## src/hdl/rip_pkg.sv

```systemverilog
package rip_pkg;

	// Fixed point format of all angles and speeds
	localparam int ANGLE_FRAC_BITS = 12;
	localparam int PI_Q = (3294199 + (1 << (19 - ANGLE_FRAC_BITS))) >> (20 - ANGLE_FRAC_BITS);
	localparam int TWO_PI_Q = 2 * PI_Q;

	// Width of the shared adder, signed
	localparam int ALU_W = 20;

	// Command codes
	localparam logic [1:0] CMD_START  = 2'd0;
	localparam logic [1:0] CMD_SAMPLE = 2'd1;
	localparam logic [1:0] CMD_CANCEL = 2'd2;

	// Status codes
	localparam logic [2:0] ST_RUNNING   = 3'd0;
	localparam logic [2:0] ST_REACHED   = 3'd1;
	localparam logic [2:0] ST_CANCELLED = 3'd2;
	localparam logic [2:0] ST_POSE_ERR  = 3'd3;
	localparam logic [2:0] ST_IDLE      = 3'd4;

	// Register indexes
	localparam logic [2:0] REG_TARGET    = 3'd0;
	localparam logic [2:0] REG_ACCEL     = 3'd1;
	localparam logic [2:0] REG_MAX_SPEED = 3'd2;
	localparam logic [2:0] REG_MIN_SPEED = 3'd3;
	localparam logic [2:0] REG_TOLERANCE = 3'd4;

	// Register reset values
	localparam logic [14:0] TARGET_RST    = 15'd12868;
	localparam logic [15:0] ACCEL_RST     = 16'd13107;
	localparam logic [14:0] MAX_SPEED_RST = 15'd4096;
	localparam logic [14:0] MIN_SPEED_RST = 15'd1638;
	localparam logic [13:0] TOLERANCE_RST = 14'd410;

	typedef struct packed {
		logic [14:0] target;
		logic [15:0] accel;
		logic [14:0] max_speed;
		logic [14:0] min_speed;
		logic [13:0] tolerance;
	} cfg_t;

	typedef struct packed {
		logic               start;
		logic signed [14:0] heading;
		logic signed [14:0] yaw;
		logic               ack;
	} eng_req_t;

	typedef struct packed {
		logic        done;
		logic        reached;
		logic [14:0] speed;
	} eng_rsp_t;

endpackage

```

## src/hdl/rip_engine.sv

```systemverilog
module rip_engine (
	input  logic              clk,
	input  logic              arst_n,
	input  rip_pkg::cfg_t     cfg,
	input  rip_pkg::eng_req_t req,
	output rip_pkg::eng_rsp_t rsp
);

	localparam int W = rip_pkg::ALU_W;
	localparam logic signed [W-1:0] PI_W     = W'(rip_pkg::PI_Q);
	localparam logic signed [W-1:0] TWO_PI_W = W'(rip_pkg::TWO_PI_Q);

	typedef enum logic [12:0] {
		E_IDLE   = 13'b0000000000001,
		E_BIAS   = 13'b0000000000010,
		E_WRAP   = 13'b0000000000100,
		E_CENT   = 13'b0000000001000,
		E_ABS    = 13'b0000000010000,
		E_REM    = 13'b0000000100000,
		E_REMNEG = 13'b0000001000000,
		E_TOL    = 13'b0000010000000,
		E_MUL    = 13'b0000100000000,
		E_SQRT   = 13'b0001000000000,
		E_CLMIN  = 13'b0010000000000,
		E_CLMAX  = 13'b0100000000000,
		E_DONE   = 13'b1000000000000
	} eng_state_t;

	eng_state_t         state_q;
	logic signed [W-1:0] m_q;
	logic [31:0]        prod_q;
	logic [16:0]        r_q;
	logic [15:0]        q_q;
	logic [3:0]         cnt_q;
	logic               reached_q;

	logic signed [W-1:0] alu_a;
	logic signed [W-1:0] alu_b;
	logic               alu_sub;
	logic signed [W-1:0] alu_res;
	logic               alu_neg;
	logic [30:0]        mul_w;

	// Shared adder / subtractor
	assign alu_res = alu_sub ? (alu_a - alu_b) : (alu_a + alu_b);
	assign alu_neg = alu_res[W-1];

	assign mul_w = 31'(cfg.accel) * 31'(m_q[14:0]);

	// Select operands for the current step
	always_comb begin
		alu_a   = m_q;
		alu_b   = '0;
		alu_sub = 1'b0;
		case (state_q)
			E_IDLE: begin
				alu_a   = {{(W-15){req.heading[14]}}, req.heading};
				alu_b   = {{(W-15){req.yaw[14]}}, req.yaw};
				alu_sub = 1'b1;
			end
			E_BIAS: begin
				alu_b = PI_W;
			end
			E_WRAP: begin
				alu_b   = TWO_PI_W;
				alu_sub = !m_q[W-1];
			end
			E_CENT: begin
				alu_b   = PI_W;
				alu_sub = 1'b1;
			end
			E_ABS: begin
				alu_a   = '0;
				alu_b   = m_q;
				alu_sub = 1'b1;
			end
			E_REM: begin
				alu_a   = W'(cfg.target);
				alu_b   = m_q;
				alu_sub = 1'b1;
			end
			E_REMNEG: begin
				alu_b   = W'(cfg.target);
				alu_sub = 1'b1;
			end
			E_TOL: begin
				alu_b   = W'(cfg.tolerance);
				alu_sub = 1'b1;
			end
			E_SQRT: begin
				alu_a   = {1'b0, r_q, prod_q[31:30]};
				alu_b   = {2'b00, q_q, 2'b01};
				alu_sub = 1'b1;
			end
			E_CLMIN: begin
				alu_a   = W'(q_q);
				alu_b   = W'(cfg.min_speed);
				alu_sub = 1'b1;
			end
			E_CLMAX: begin
				alu_a   = W'(q_q);
				alu_b   = W'(cfg.max_speed);
				alu_sub = 1'b1;
			end
			default: begin
				alu_a   = m_q;
				alu_b   = '0;
				alu_sub = 1'b0;
			end
		endcase
	end

	// Advance the sequencer
	always_ff @(posedge clk or negedge arst_n) begin
		if (!arst_n) begin
			state_q   <= E_IDLE;
			reached_q <= 1'b0;
			cnt_q     <= '0;
		end else begin
			case (state_q)
				E_IDLE: begin
					if (req.start) begin
						reached_q <= 1'b0;
						state_q   <= E_BIAS;
					end
				end
				E_BIAS: state_q <= E_WRAP;
				E_WRAP: begin
					if (!m_q[W-1] && alu_neg) begin
						state_q <= E_CENT;
					end
				end
				E_CENT: state_q <= E_ABS;
				E_ABS:  state_q <= E_REM;
				E_REM: begin
					state_q <= alu_neg ? E_REMNEG : E_TOL;
				end
				E_REMNEG: state_q <= E_TOL;
				E_TOL: begin
					if (alu_neg) begin
						reached_q <= 1'b1;
						state_q   <= E_DONE;
					end else begin
						state_q <= E_MUL;
					end
				end
				E_MUL: begin
					cnt_q   <= 4'd15;
					state_q <= E_SQRT;
				end
				E_SQRT: begin
					cnt_q <= cnt_q - 4'd1;
					if (cnt_q == 4'd0) begin
						state_q <= E_CLMIN;
					end
				end
				E_CLMIN: state_q <= E_CLMAX;
				E_CLMAX: state_q <= E_DONE;
				E_DONE: begin
					if (req.ack) begin
						state_q <= E_IDLE;
					end
				end
				default: state_q <= E_IDLE;
			endcase
		end
	end

	// Update the working registers
	always_ff @(posedge clk) begin
		case (state_q)
			E_IDLE: begin
				if (req.start) begin
					m_q <= alu_res;
				end
			end
			E_BIAS, E_CENT, E_REMNEG: m_q <= alu_res;
			E_WRAP: begin
				// Keep adding while negative, subtract while at or above two pi
				if (m_q[W-1] || !alu_neg) begin
					m_q <= alu_res;
				end
			end
			E_ABS: begin
				if (m_q[W-1]) begin
					m_q <= alu_res;
				end
			end
			E_REM: begin
				if (!alu_neg) begin
					m_q <= alu_res;
				end
			end
			E_MUL: begin
				prod_q <= {mul_w, 1'b0};
				r_q    <= '0;
				q_q    <= '0;
			end
			E_SQRT: begin
				// One root bit per step from the next two radicand bits
				prod_q <= {prod_q[29:0], 2'b00};
				if (!alu_neg) begin
					r_q <= alu_res[16:0];
					q_q <= {q_q[14:0], 1'b1};
				end else begin
					r_q <= alu_a[16:0];
					q_q <= {q_q[14:0], 1'b0};
				end
			end
			E_CLMIN: begin
				if (alu_neg) begin
					q_q <= {1'b0, cfg.min_speed};
				end
			end
			E_CLMAX: begin
				if (!alu_neg) begin
					q_q <= {1'b0, cfg.max_speed};
				end
			end
			default: begin
			end
		endcase
	end

	assign rsp.done    = (state_q == E_DONE);
	assign rsp.reached = reached_q;
	assign rsp.speed   = q_q[14:0];

endmodule

```

## src/hdl/rotate_in_place_velocity_profile.sv

```systemverilog
// Cancel, idle and pose error requests give their result in the cycle after acceptance.
// A sample that runs gives its result once the engine is done and the result register can
// load; short of the goal, the engine also takes 16 square root steps on the shared adder.
// One request is in work at a time; the next is taken once the result register can load.
// Reset (arst_n low) clears the block to idle, start heading to zero and the registers
// to their defaults.
module rotate_in_place_velocity_profile (
	input  logic               clk,
	input  logic               arst_n,
	input  logic               in_valid,
	output logic               in_ready,
	input  logic [1:0]         cmd,
	input  logic signed [14:0] yaw,
	input  logic               pose_valid,
	output logic               out_valid,
	input  logic               out_ready,
	output logic [14:0]        speed_command,
	output logic [2:0]         status,
	input  logic               cfg_we,
	input  logic [2:0]         cfg_index,
	input  logic [15:0]        cfg_data
);

	typedef enum logic [1:0] {
		T_READY = 2'b01,
		T_BUSY  = 2'b10
	} top_state_t;

	top_state_t          state_q;
	rip_pkg::cfg_t       cfg_q;
	logic signed [14:0]  heading_q;
	logic                active_q;
	logic                out_valid_q;
	logic [14:0]         speed_q;
	logic [2:0]          status_q;

	rip_pkg::eng_req_t   req;
	rip_pkg::eng_rsp_t   rsp;

	logic accept;
	logic out_free;
	logic cancel;
	logic is_start;
	logic launch;
	logic out_load;

	assign out_free = !out_valid_q || out_ready;
	assign in_ready = (state_q == T_READY) && out_free;
	assign accept   = in_valid && in_ready;
	assign cancel   = (cmd != rip_pkg::CMD_START) && (cmd != rip_pkg::CMD_SAMPLE);
	assign is_start = (cmd == rip_pkg::CMD_START);
	assign launch   = accept && !cancel && pose_valid && (is_start || active_q);

	// Load the result register on a direct result or when the engine hands one over
	assign out_load = (accept && !launch) || req.ack;

	assign req.start   = launch;
	assign req.heading = is_start ? yaw : heading_q;
	assign req.yaw     = yaw;
	assign req.ack     = (state_q == T_BUSY) && rsp.done && out_free;

	rip_engine u_engine (
		.clk    (clk),
		.arst_n (arst_n),
		.cfg    (cfg_q),
		.req    (req),
		.rsp    (rsp)
	);

	// Write configuration registers
	always_ff @(posedge clk or negedge arst_n) begin
		if (!arst_n) begin
			cfg_q.target    <= rip_pkg::TARGET_RST;
			cfg_q.accel     <= rip_pkg::ACCEL_RST;
			cfg_q.max_speed <= rip_pkg::MAX_SPEED_RST;
			cfg_q.min_speed <= rip_pkg::MIN_SPEED_RST;
			cfg_q.tolerance <= rip_pkg::TOLERANCE_RST;
		end else if (cfg_we) begin
			case (cfg_index)
				rip_pkg::REG_TARGET:    cfg_q.target    <= cfg_data[14:0];
				rip_pkg::REG_ACCEL:     cfg_q.accel     <= cfg_data;
				rip_pkg::REG_MAX_SPEED: cfg_q.max_speed <= cfg_data[14:0];
				rip_pkg::REG_MIN_SPEED: cfg_q.min_speed <= cfg_data[14:0];
				rip_pkg::REG_TOLERANCE: cfg_q.tolerance <= cfg_data[13:0];
				default: begin
				end
			endcase
		end
	end

	// Decode requests, track rotation state and load the result register
	always_ff @(posedge clk or negedge arst_n) begin
		if (!arst_n) begin
			state_q     <= T_READY;
			heading_q   <= '0;
			active_q    <= 1'b0;
			out_valid_q <= 1'b0;
			speed_q     <= '0;
			status_q    <= rip_pkg::ST_IDLE;
		end else begin
			case (state_q)
				T_READY: begin
					if (accept) begin
						if (cancel) begin
							active_q    <= 1'b0;
							speed_q     <= '0;
							status_q    <= rip_pkg::ST_CANCELLED;
						end else if (!pose_valid && (is_start || active_q)) begin
							active_q    <= 1'b0;
							speed_q     <= '0;
							status_q    <= rip_pkg::ST_POSE_ERR;
						end else if (!is_start && !active_q) begin
							speed_q     <= '0;
							status_q    <= rip_pkg::ST_IDLE;
						end else begin
							if (is_start) begin
								heading_q <= yaw;
							end
							active_q <= 1'b1;
							state_q  <= T_BUSY;
						end
					end
				end
				T_BUSY: begin
					if (req.ack) begin
						if (rsp.reached) begin
							active_q <= 1'b0;
							speed_q  <= '0;
							status_q <= rip_pkg::ST_REACHED;
						end else begin
							speed_q  <= rsp.speed;
							status_q <= rip_pkg::ST_RUNNING;
						end
						state_q     <= T_READY;
					end
				end
				default: state_q <= T_READY;
			endcase
			// Hold the result until taken, drop it once the receiver accepts
			if (out_load) begin
				out_valid_q <= 1'b1;
			end else if (out_ready) begin
				out_valid_q <= 1'b0;
			end
		end
	end

	assign out_valid     = out_valid_q;
	assign speed_command = speed_q;
	assign status        = status_q;

	// A nonzero speed only goes out with a running status
	a_speed_running: assert property (@(posedge clk) disable iff (!arst_n)
		(out_valid && (status != rip_pkg::ST_RUNNING)) |-> (speed_command == '0))
		else $error("nonzero speed with non-running status");

	// A running result leaves the block active
	a_running_active: assert property (@(posedge clk) disable iff (!arst_n)
		(out_valid && (status == rip_pkg::ST_RUNNING)) |-> active_q)
		else $error("running result while inactive");

	// The engine finishes only while a request is in work
	a_done_busy: assert property (@(posedge clk) disable iff (!arst_n)
		rsp.done |-> (state_q == T_BUSY))
		else $error("engine done outside busy state");

	// A launched request takes the block out of ready
	a_launch_busy: assert property (@(posedge clk) disable iff (!arst_n)
		launch |=> (!in_ready && (state_q == T_BUSY)))
		else $error("ready after launch");

endmodule
```

## config.mk

```make
export PLATFORM = sky130hd
export DESIGN_NAME = rotate_in_place_velocity_profile
export DESIGN_NICKNAME = d
export VERILOG_FILES = /design/src/hdl/rip_pkg.sv /design/src/hdl/rip_engine.sv /design/src/hdl/rotate_in_place_velocity_profile.sv
export SDC_FILE = /design/constraint.sdc
export NUM_CORES = 1
export LEC_CHECK = 0
export ABC_AREA = 1
export BUFFER_PORTS_ARGS = -buffer_cell sky130_fd_sc_hd__buf_2
export CORE_AREA = 5 5 210 212
export CTS_BUF_LIST = sky130_fd_sc_hd__clkbuf_8
export DETAILED_ROUTE_END_ITERATION = 7
export DIE_AREA = 0 0 215 217
export HOLD_SLACK_MARGIN = 0.05
export PLACE_DENSITY = 0.75
export SLEW_MARGIN = 10
export SYNTH_ARGS = -nofsm -noshare
export SYNTH_HDL_FRONTEND = slang
export SYNTH_SLANG_ARGS = --single-unit
```

## constraint.sdc

```tcl
create_clock -name clk -period 8.15 [get_ports clk]
set_input_delay 1.2225 -clock clk [delete_from_list [all_inputs] [get_ports clk]]
set_output_delay 1.2225 -clock clk [all_outputs]
set_load 0.05 [all_outputs]
```

==> results of run 1 <==
## metrics by stage
step	setup slack (ns)	area [um^2]	util (%)	hold WS, ns	instances
2_1_floorplan	2.077	19510	-	0.4479	2413
3_3_place_gp	1.772	20090	48.12	0.4609	2907
3_5_place_dp	1.622	20090	48.12	0.4674	2907
4_1_cts	1.586	21080	50.47	0.4814	2985
5_1_grt	1.102	21080	50.47	0.4997	2985
6_report	1.498	21080	50.47	0.4760	2985
## cells by family (layout without fill, tap and decap cells)
group / after synthesis / in the layout
AND/OR/NAND/NOR: 901 / 901
buffers and inverters: 575 / 608
AO/OA/AOI/OAI: 385 / 385
adder cells (fa/ha/maj): 300 / 300
flip-flops: 214 / 214
XOR/XNOR: 31 / 31
multiplexers: 7 / 7
## synth_stat cells (6+ instances only)
cell type / number
sky130_fd_sc_hd__buf_2: 9
sky130_fd_sc_hd__nor2_2: 6
sky130_fd_sc_hd__nor3_1: 14
sky130_fd_sc_hd__a31oi_1: 6
sky130_fd_sc_hd__a22o_1: 10
sky130_fd_sc_hd__a221oi_1: 15
sky130_fd_sc_hd__o22ai_1: 12
sky130_fd_sc_hd__inv_1: 452
sky130_fd_sc_hd__o221ai_1: 8
sky130_fd_sc_hd__dfstp_2: 28
sky130_fd_sc_hd__nand4_1: 14
sky130_fd_sc_hd__dfrtp_1: 102
sky130_fd_sc_hd__a211oi_2: 13
sky130_fd_sc_hd__edfxtp_1: 84
sky130_fd_sc_hd__o21ai_0: 181
sky130_fd_sc_hd__fa_1: 181
sky130_fd_sc_hd__xor2_1: 14
sky130_fd_sc_hd__inv_2: 8
sky130_fd_sc_hd__a21oi_1: 76
sky130_fd_sc_hd__o211ai_1: 6
sky130_fd_sc_hd__nand2_1: 635
sky130_fd_sc_hd__clkbuf_1: 91
sky130_fd_sc_hd__o21bai_1: 9
sky130_fd_sc_hd__nor2_1: 134
sky130_fd_sc_hd__ha_1: 119
sky130_fd_sc_hd__nand3_1: 57
sky130_fd_sc_hd__xnor2_1: 17
sky130_fd_sc_hd__nand2_2: 9
sky130_fd_sc_hd__or2_2: 13
sky130_fd_sc_hd__buf_1: 8
## critical path, stage by stage (launching register included)
cell and delay, ns:
sky130_fd_sc_hd__edfxtp_1 0.89, sky130_fd_sc_hd__nand2_1 0.10, sky130_fd_sc_hd__inv_1 0.11, sky130_fd_sc_hd__fa_1 0.44, sky130_fd_sc_hd__fa_1 0.51, sky130_fd_sc_hd__fa_1 0.51, sky130_fd_sc_hd__inv_1 0.05, sky130_fd_sc_hd__fa_1 0.56
sky130_fd_sc_hd__inv_1 0.06, sky130_fd_sc_hd__fa_1 0.52, sky130_fd_sc_hd__fa_1 0.43, sky130_fd_sc_hd__ha_1 0.34, sky130_fd_sc_hd__a21oi_1 0.30, sky130_fd_sc_hd__o21ai_0 0.16, sky130_fd_sc_hd__a21oi_1 0.16, sky130_fd_sc_hd__nand3_1 0.17
sky130_fd_sc_hd__nand2_1 0.10, sky130_fd_sc_hd__o211ai_1 0.13, sky130_fd_sc_hd__a21boi_0 0.52, sky130_fd_sc_hd__xor2_1 0.19, sky130_fd_sc_hd__o21ai_0 0.09
## registers in the layout, indices dropped and copies added, names as in the netlist
signal and count:
u_engine.m_q 20, u_engine.r_q 17, speed_command 15, u_engine.q_q 16, u_engine.state_q 13, state_q 2, cfg_q 75, u_engine.reached_q 1
heading_q 15, u_engine.prod_q 31, active_q 1, u_engine.cnt_q 4, status 3, out_valid 1
## routing by layer
metal / wire length, um / vias to the layer above / GRT usage [%]
li1: - / 7574 / -
met1: 23640 / 8020 / 32.85
met2: 26720 / 703 / 41.18
met3: 4724 / 116 / 5.170
met4: 1825 / 2 / 7.531
met5: 18 / - / 0
## path summary, 6_finish.rpt
path / start / end / slack, ns / cells after the start
worst max-delay path: u_engine.m_q[1]$_DFFE_PP_ / u_engine.prod_q[27]$_DFFE_PP_ / 1.50 / 20
worst min-delay path: speed_command[6]$_DFFE_PN0P_ / speed_command[6]$_DFFE_PN0P_ / 0.48 / 2
worst max register to register: u_engine.m_q[1]$_DFFE_PP_ / u_engine.prod_q[27]$_DFFE_PP_ / 1.50 / 20
worst min register to register: speed_command[6]$_DFFE_PN0P_ / speed_command[6]$_DFFE_PN0P_ / 0.48 / 2
max in group asynchronous: arst_n / cfg_q[35]$_DFFE_PN0P_ / 6.06 / 2
min in group asynchronous: arst_n / active_q$_DFFE_PN0P_ / 0.67 / 1
## final cells by class
cell class | instances | area (um^2)
clock buffer | 54 | 743.2
clock inverter | 24 | 240.2
fill | 3917 | 20680
inverter | 461 | 1730
multi-input combinational | 1624 | 11510
sequential | 214 | 5811
tap | 539 | 674.4
timing repair buffer | 69 | 367.9
==> reports/qor.csv, run 1 <==
stage,metric,value,unit
logic_synthesis,post_synth_xor_area_fraction,1.392,%
logic_synthesis,synthMuxAreaShare,0.3720,%
logic_synthesis,yosys.area.top_type,sky130_fd_sc_hd__fa_1,
logic_synthesis,yosys.cell_types.count,62,
floorplanning,floorplan.die.height,217,um
sta,worst-slew-pin-transition,1.097,ns
logic_synthesis,netlist_area,19510,um^2
worst_setup_path,cp_required,8.48,ns
placed_design,buffer_ports.inserted,61,
grt,grt.overflow.total,0,
logic_synthesis,yosysWarnings,0,
logic_synthesis,compound_cell_area_share_of_the_yosys_netlist,12.03,%
worst_setup_path,crit_path_end_kind,register,
clock_network,cts_htree_levels,2,
route,antenna_violating_nets_post_route,0,
layout,layout_overhead_on_the_synthesized_area,8.049,%
placed_design,place_hpwl,43580,um
clock_network,tritoncts,built,
route,route.detailed.wl_per_inst,19.07,um
sta,worst_clock_skew,0.04486,ns
worst_setup_path,timing_worst_setup_path_type,reg -> reg,
logic_synthesis,ys_seq_elements,214,
floorplanning,floorplan.io_pins,62,
worst_setup_path,critPathLaunchType,register,
layout,mostFrequentLayoutCell,sky130_fd_sc_hd__nand2_1,
hold_path,worst_hold_path_type,reg -> reg,
sta,final.min_clock_period,6.652,ns
clock_network,buffer_depth_of_the_longest_clock_path,3,
sta,hold_viol_final,0,
route,vias,16420,
floorplanning,core_area,41760,um^2
logic_synthesis,synthArstFlopShare,60.75,%
sta,setup-tns-final,0,ns
grt,vias_in_the_first_global_route,16740,
clock_network,cts_hold_buffers,0,
route,dr_drc_count,0,
sta,final-max-slew-violation-count,0,
outcome,outcome,"finished, final reports clean",
route,detail_route.iter0.violations,1302,
clock_network,cts_sinks,214,
layout,post_route_cells_drive_above_1_share,9.526,%
logic_synthesis,synthesized_instance_count,2413,
logic_synthesis,synth_sequential_area_ratio,29.79,%
logic_synthesis,synth_largest_type_area_fraction,18.57,%
grt,first_pass_grt_wire_length,92070,um
sta,fmax,150.3,MHz
clock_network,cts_root_buffer,sky130_fd_sc_hd__clkbuf_8,
logic_synthesis,main_combinational_cell_family_by_area_after_synthesis,adder cells,
logic_synthesis,primary_flip_flop_cell_chosen_by_synthesis_mapping,sky130_fd_sc_hd__dfrtp_1,
logic_synthesis,synthesis.area_per_instance,8.084,um^2
logic_synthesis,synth.top_cells.by_area,"sky130_fd_sc_hd__fa_1 19%, sky130_fd_sc_hd__dfrtp_1 13%, sky130_fd_sc_hd__edfxtp_1 13%",
sta,max-slew-margin-rel,26.61,%
route,wirelength,56930,um
floorplanning,die-area,46660,um^2
logic_synthesis,edff_count_synth,84,
clock_network,cts_setup_buffers,0,
sta,setup_repair_after_global_routing_missed_its_margin,false,
layout,layout.nets,2754,
logic_synthesis,syn-num-nets,2755,
clock_network,tritoncts.num_buffers,42,
logic_synthesis,synthesized_area_fraction_occupied_by_and_or_nand_nor_cells,18.95,%
sta,final.period_utilization,81.61,%
placed_design,gp_routability_congestion,0.9887,
layout,commonest_cells_after_routing_fill_and_taps_aside,"634 x sky130_fd_sc_hd__nand2_1, 462 x sky130_fd_sc_hd__inv_1, 181 x sky130_fd_sc_hd__o21ai_0, 181 x sky130_fd_sc_hd__fa_1, 133 x sky130_fd_sc_hd__nor2_1",
route,routed_via_density,5.499,
floorplanning,die_width,215,um
route,number_of_detailed_routing_iterations_run_before_antenna_repair,6,
clock_network,quantity_of_gates_resized_following_cts,0,
logic_synthesis,synth_fa_ha_area_share,26.21,%
grt,grt_max_degree,76,
run,cap_viol_max_count,0,
clock_network,clk_transition_reported_paths,0.07,ns
grt,grt_antenna_before_repair,1,
floorplanning,num_rows,75,
clock_network,clock_latency,0.63,ns
floorplanning,initial_standard_cell_utilization_of_the_core,46.71,%
sta,final_setup_violation_count,0,
layout,antenna-diode-count,0,
grt,grt_util_all_layers,24.74,%
worst_setup_path,cp_data_arrival_time,6.99,ns
worst_setup_path,worstPathMaxFanout,19,
Power of run 1 is not shown: default switching activity piles up to over one toggle a cycle in this logic, so the estimate is an artifact.
==> inputs of run 2 (changes only) <==
clock period = 6.9 ns   (was 8.15 ns; I/O delays follow)
==> reports/qor.csv, run 2 (synthesis results as in run 1) <==
stage,metric,value,unit,change
grt,grt_max_degree,76,,unchanged
clock_network,cts_root_buffer,sky130_fd_sc_hd__clkbuf_8,,
layout,antenna-diode-count,0,,unchanged
floorplanning,die-area,46660,um^2,unchanged
layout,largest_registers_ranked_by_flip_flop_count,"cfg_q: 75 flops, u_engine.prod_q: 31 flops, u_engine.m_q: 20 flops",,
sta,final.period_utilization,93.94,%,+12 points
clock_network,clk_transition_reported_paths,0.06,ns,about the same
route,dr_drc_count,0,,unchanged
floorplanning,die_width,215,um,unchanged
grt,first_pass_grt_wire_length,91160,um,-0.99%
clock_network,cts_htree_levels,2,,unchanged
sta,fmax,154.3,MHz,+2.6%
route,wirelength,55830,um,-1.9%
sta,setup_repair_after_global_routing_missed_its_margin,false,,
floorplanning,initial_standard_cell_utilization_of_the_core,46.71,%,unchanged
layout,post_route_cells_drive_above_1_share,10.06,%,+0.53 points
placed_design,place_hpwl,43820,um,+0.54%
floorplanning,core_area,41760,um^2,unchanged
sta,final.min_clock_period,6.482,ns,-0.1696 ns
grt,grt.overflow.total,0,,unchanged
worst_setup_path,timing_worst_setup_path_type,reg -> reg,,
clock_network,clock_latency,0.63,ns,about the same
hold_path,worst_hold_path_type,in -> async,,
grt,grt_antenna_before_repair,0,,-1
run,cap_viol_max_count,0,,unchanged
worst_setup_path,crit_path_end_kind,register,,
clock_network,tritoncts.num_buffers,41,,-2.4%
route,vias,16410,,-0.012%
sta,setup-tns-final,0,ns,unchanged
worst_setup_path,critical_path.endpoint,u_engine.prod_q[29]$_DFFE_PP_,,
layout,layout.nets,2778,,+0.87%
route,routed_via_density,5.462,,-0.68%
route,route.detailed.wl_per_inst,18.58,um,-2.6%
placed_design,buffer_ports.inserted,61,,unchanged
route,number_of_detailed_routing_iterations_run_before_antenna_repair,8,,+2
sta,final_setup_violation_count,0,,unchanged
worst_setup_path,worstPathMaxFanout,18,,-1
route,detail_route.iter0.violations,1637,,+26%
sta,hold_viol_final,0,,unchanged
worst_setup_path,critPathLaunchType,register,,
floorplanning,floorplan.die.height,217,um,unchanged
sta,worst-slew-pin-transition,1.101,ns,+0.003794 ns
worst_setup_path,cp_data_arrival_time,6.85,ns,-0.14 ns
worst_setup_path,ff2ff_setup_slack,0.42,ns,-1.08 ns
clock_network,quantity_of_gates_resized_following_cts,0,,unchanged
clock_network,tritoncts,built,,
outcome,outcome,"finished, final reports clean",,
sta,worst_clock_skew,0.05760,ns,+0.01274 ns
worst_setup_path,r2r-end,u_engine.prod_q[29]$_DFFE_PP_,,
sta,final-max-slew-violation-count,0,,unchanged
grt,vias_in_the_first_global_route,16810,,+0.42%
grt,grt_util_all_layers,24.18,%,-0.56 points
clock_network,cts_hold_buffers,0,,unchanged
placed_design,gp_routability_congestion,0.9699,,-1.9%
layout,flip_flop_count_of_the_largest_register_after_layout,75,,unchanged
worst_setup_path,rr_startpoint,u_engine.m_q[7]$_DFFE_PP_,,
route,antenna_violating_nets_post_route,0,,unchanged
clock_network,buffer_depth_of_the_longest_clock_path,3,,unchanged
worst_setup_path,critPathLaunch,u_engine.m_q[7]$_DFFE_PP_,,
worst_setup_path,cp_required,7.27,ns,-1.21 ns
floorplanning,floorplan.io_pins,62,,unchanged
floorplanning,num_rows,75,,unchanged
sta,max-slew-margin-rel,26.42,%,-0.19 points
layout,mostFrequentLayoutCell,sky130_fd_sc_hd__nand2_1,,
layout,commonest_cells_after_routing_fill_and_taps_aside,"634 x sky130_fd_sc_hd__nand2_1, 466 x sky130_fd_sc_hd__inv_1, 181 x sky130_fd_sc_hd__o21ai_0, 181 x sky130_fd_sc_hd__fa_1, 133 x sky130_fd_sc_hd__nor2_1",,
layout,layout_overhead_on_the_synthesized_area,8.062,%,about the same
layout,layout.filler_cells,3933,,+0.41%
clock_network,cts_setup_buffers,0,,unchanged
worst_setup_path,timing.reg2reg.worst_path_depth,21,,+5.0%
layout,registers.top_by_ff_count,cfg_q,,
clock_network,cts_sinks,214,,unchanged
run 2: changes by cell type in the layout (fill, tap and decap cells not counted):
cell | previous run | this run
sky130_fd_sc_hd__clkbuf_8 | 54 | 49
sky130_fd_sc_hd__buf_4 | 9 | 33
sky130_fd_sc_hd__buf_12 | 0 | 1
sky130_fd_sc_hd__clkinv_1 | 1 | 2
sky130_fd_sc_hd__clkinvlp_4 | 0 | 2
sky130_fd_sc_hd__inv_1 | 462 | 466
sky130_fd_sc_hd__inv_6 | 2 | 0
sky130_fd_sc_hd__inv_4 | 1 | 0
sky130_fd_sc_hd__bufinv_16 | 5 | 0
sky130_fd_sc_hd__inv_8 | 0 | 1
run 2: worst min-delay path by stage:
stage | slack (ns) | endpoint | start
after global routing | 0.50 | cfg_q[20]$_DFFE_PN1P_ | cfg_q[20]$_DFFE_PN1P_
after detailed placement | 0.47 | speed_command[11]$_DFFE_PN0P_ | speed_command[11]$_DFFE_PN0P_
final | 0.46 | status[1]$_DFFE_PN0P_ | arst_n
after CTS | 0.45 | u_engine.state_q[12]$_DFFE_PN0P_ | arst_n
after floorplan | 0.45 | heading_q[3]$_DFFE_PN0P_ | heading_q[3]$_DFFE_PN0P_
after global placement | 0.46 | speed_command[6]$_DFFE_PN0P_ | speed_command[6]$_DFFE_PN0P_
run 2: worst max-delay path: stages, from the launching register on:
cell                       delay (ns)
sky130_fd_sc_hd__edfxtp_1        0.86
sky130_fd_sc_hd__nand2_1         0.16
sky130_fd_sc_hd__fa_1            0.57
sky130_fd_sc_hd__fa_1            0.45
sky130_fd_sc_hd__fa_1            0.55
sky130_fd_sc_hd__inv_1           0.06
sky130_fd_sc_hd__fa_1            0.49
sky130_fd_sc_hd__inv_1           0.05
sky130_fd_sc_hd__fa_1            0.47
sky130_fd_sc_hd__inv_1           0.05
sky130_fd_sc_hd__fa_1            0.44
sky130_fd_sc_hd__ha_1            0.36
sky130_fd_sc_hd__a21oi_1         0.26
sky130_fd_sc_hd__o21ai_0         0.12
sky130_fd_sc_hd__a21oi_1         0.14
sky130_fd_sc_hd__nand3_1         0.17
sky130_fd_sc_hd__nand2_1         0.09
sky130_fd_sc_hd__o211ai_1        0.12
sky130_fd_sc_hd__a21boi_0        0.52
sky130_fd_sc_hd__o211ai_1        0.16
sky130_fd_sc_hd__nand3_1         0.10
sky130_fd_sc_hd__nand2_1         0.06
run 2: layer usage:
| metal | GRT usage [%] | vias up | routed length (um) |
|---|---|---|---|
| li1 | - | 7617 | - |
| met5 | 0 | - | 0 |
| met1 | 32.63 | 8009 | 23610 |
| met3 | 3.641 | 131 | 4075 |
| met2 | 40.22 | 656 | 26110 |
| met4 | 8.406 | 0 | 2036 |
run 2: area by class of cell:
| class | count | area, um^2 | share of cell area (%) |
|---|---|---|---|
| repair buffers | 94 | 568.0 | 2.695 |
| multi-input cells | 1624 | 11510 | 54.61 |
| clock inverters | 24 | 111.4 | 0.5283 |
| flip-flops and latches | 214 | 5811 | 27.56 |
| clock buffers | 49 | 674.4 | 3.199 |
| well taps | 539 | 674.4 | 3.199 |
| inverters | 461 | 1730 | 8.209 |
run 2: through the flow:
stage / util [%] / instance area (um^2) / setup slack, ns / hold slack (ns) / instances
final: 50.48 / 21080 / 0.4181 / 0.4580 / 3005
after global routing: 50.48 / 21080 / 0.02423 / 0.5010 / 3005
after CTS: 50.48 / 21080 / 0.4649 / 0.4525 / 3005
after detailed placement: 48.60 / 20290 / 0.4795 / 0.4701 / 2932
after global placement: 48.60 / 20290 / 0.5943 / 0.4604 / 2932
after floorplan: - / 19510 / 0.8270 / 0.4479 / 2413
Power of run 2 is left out for the same reason.
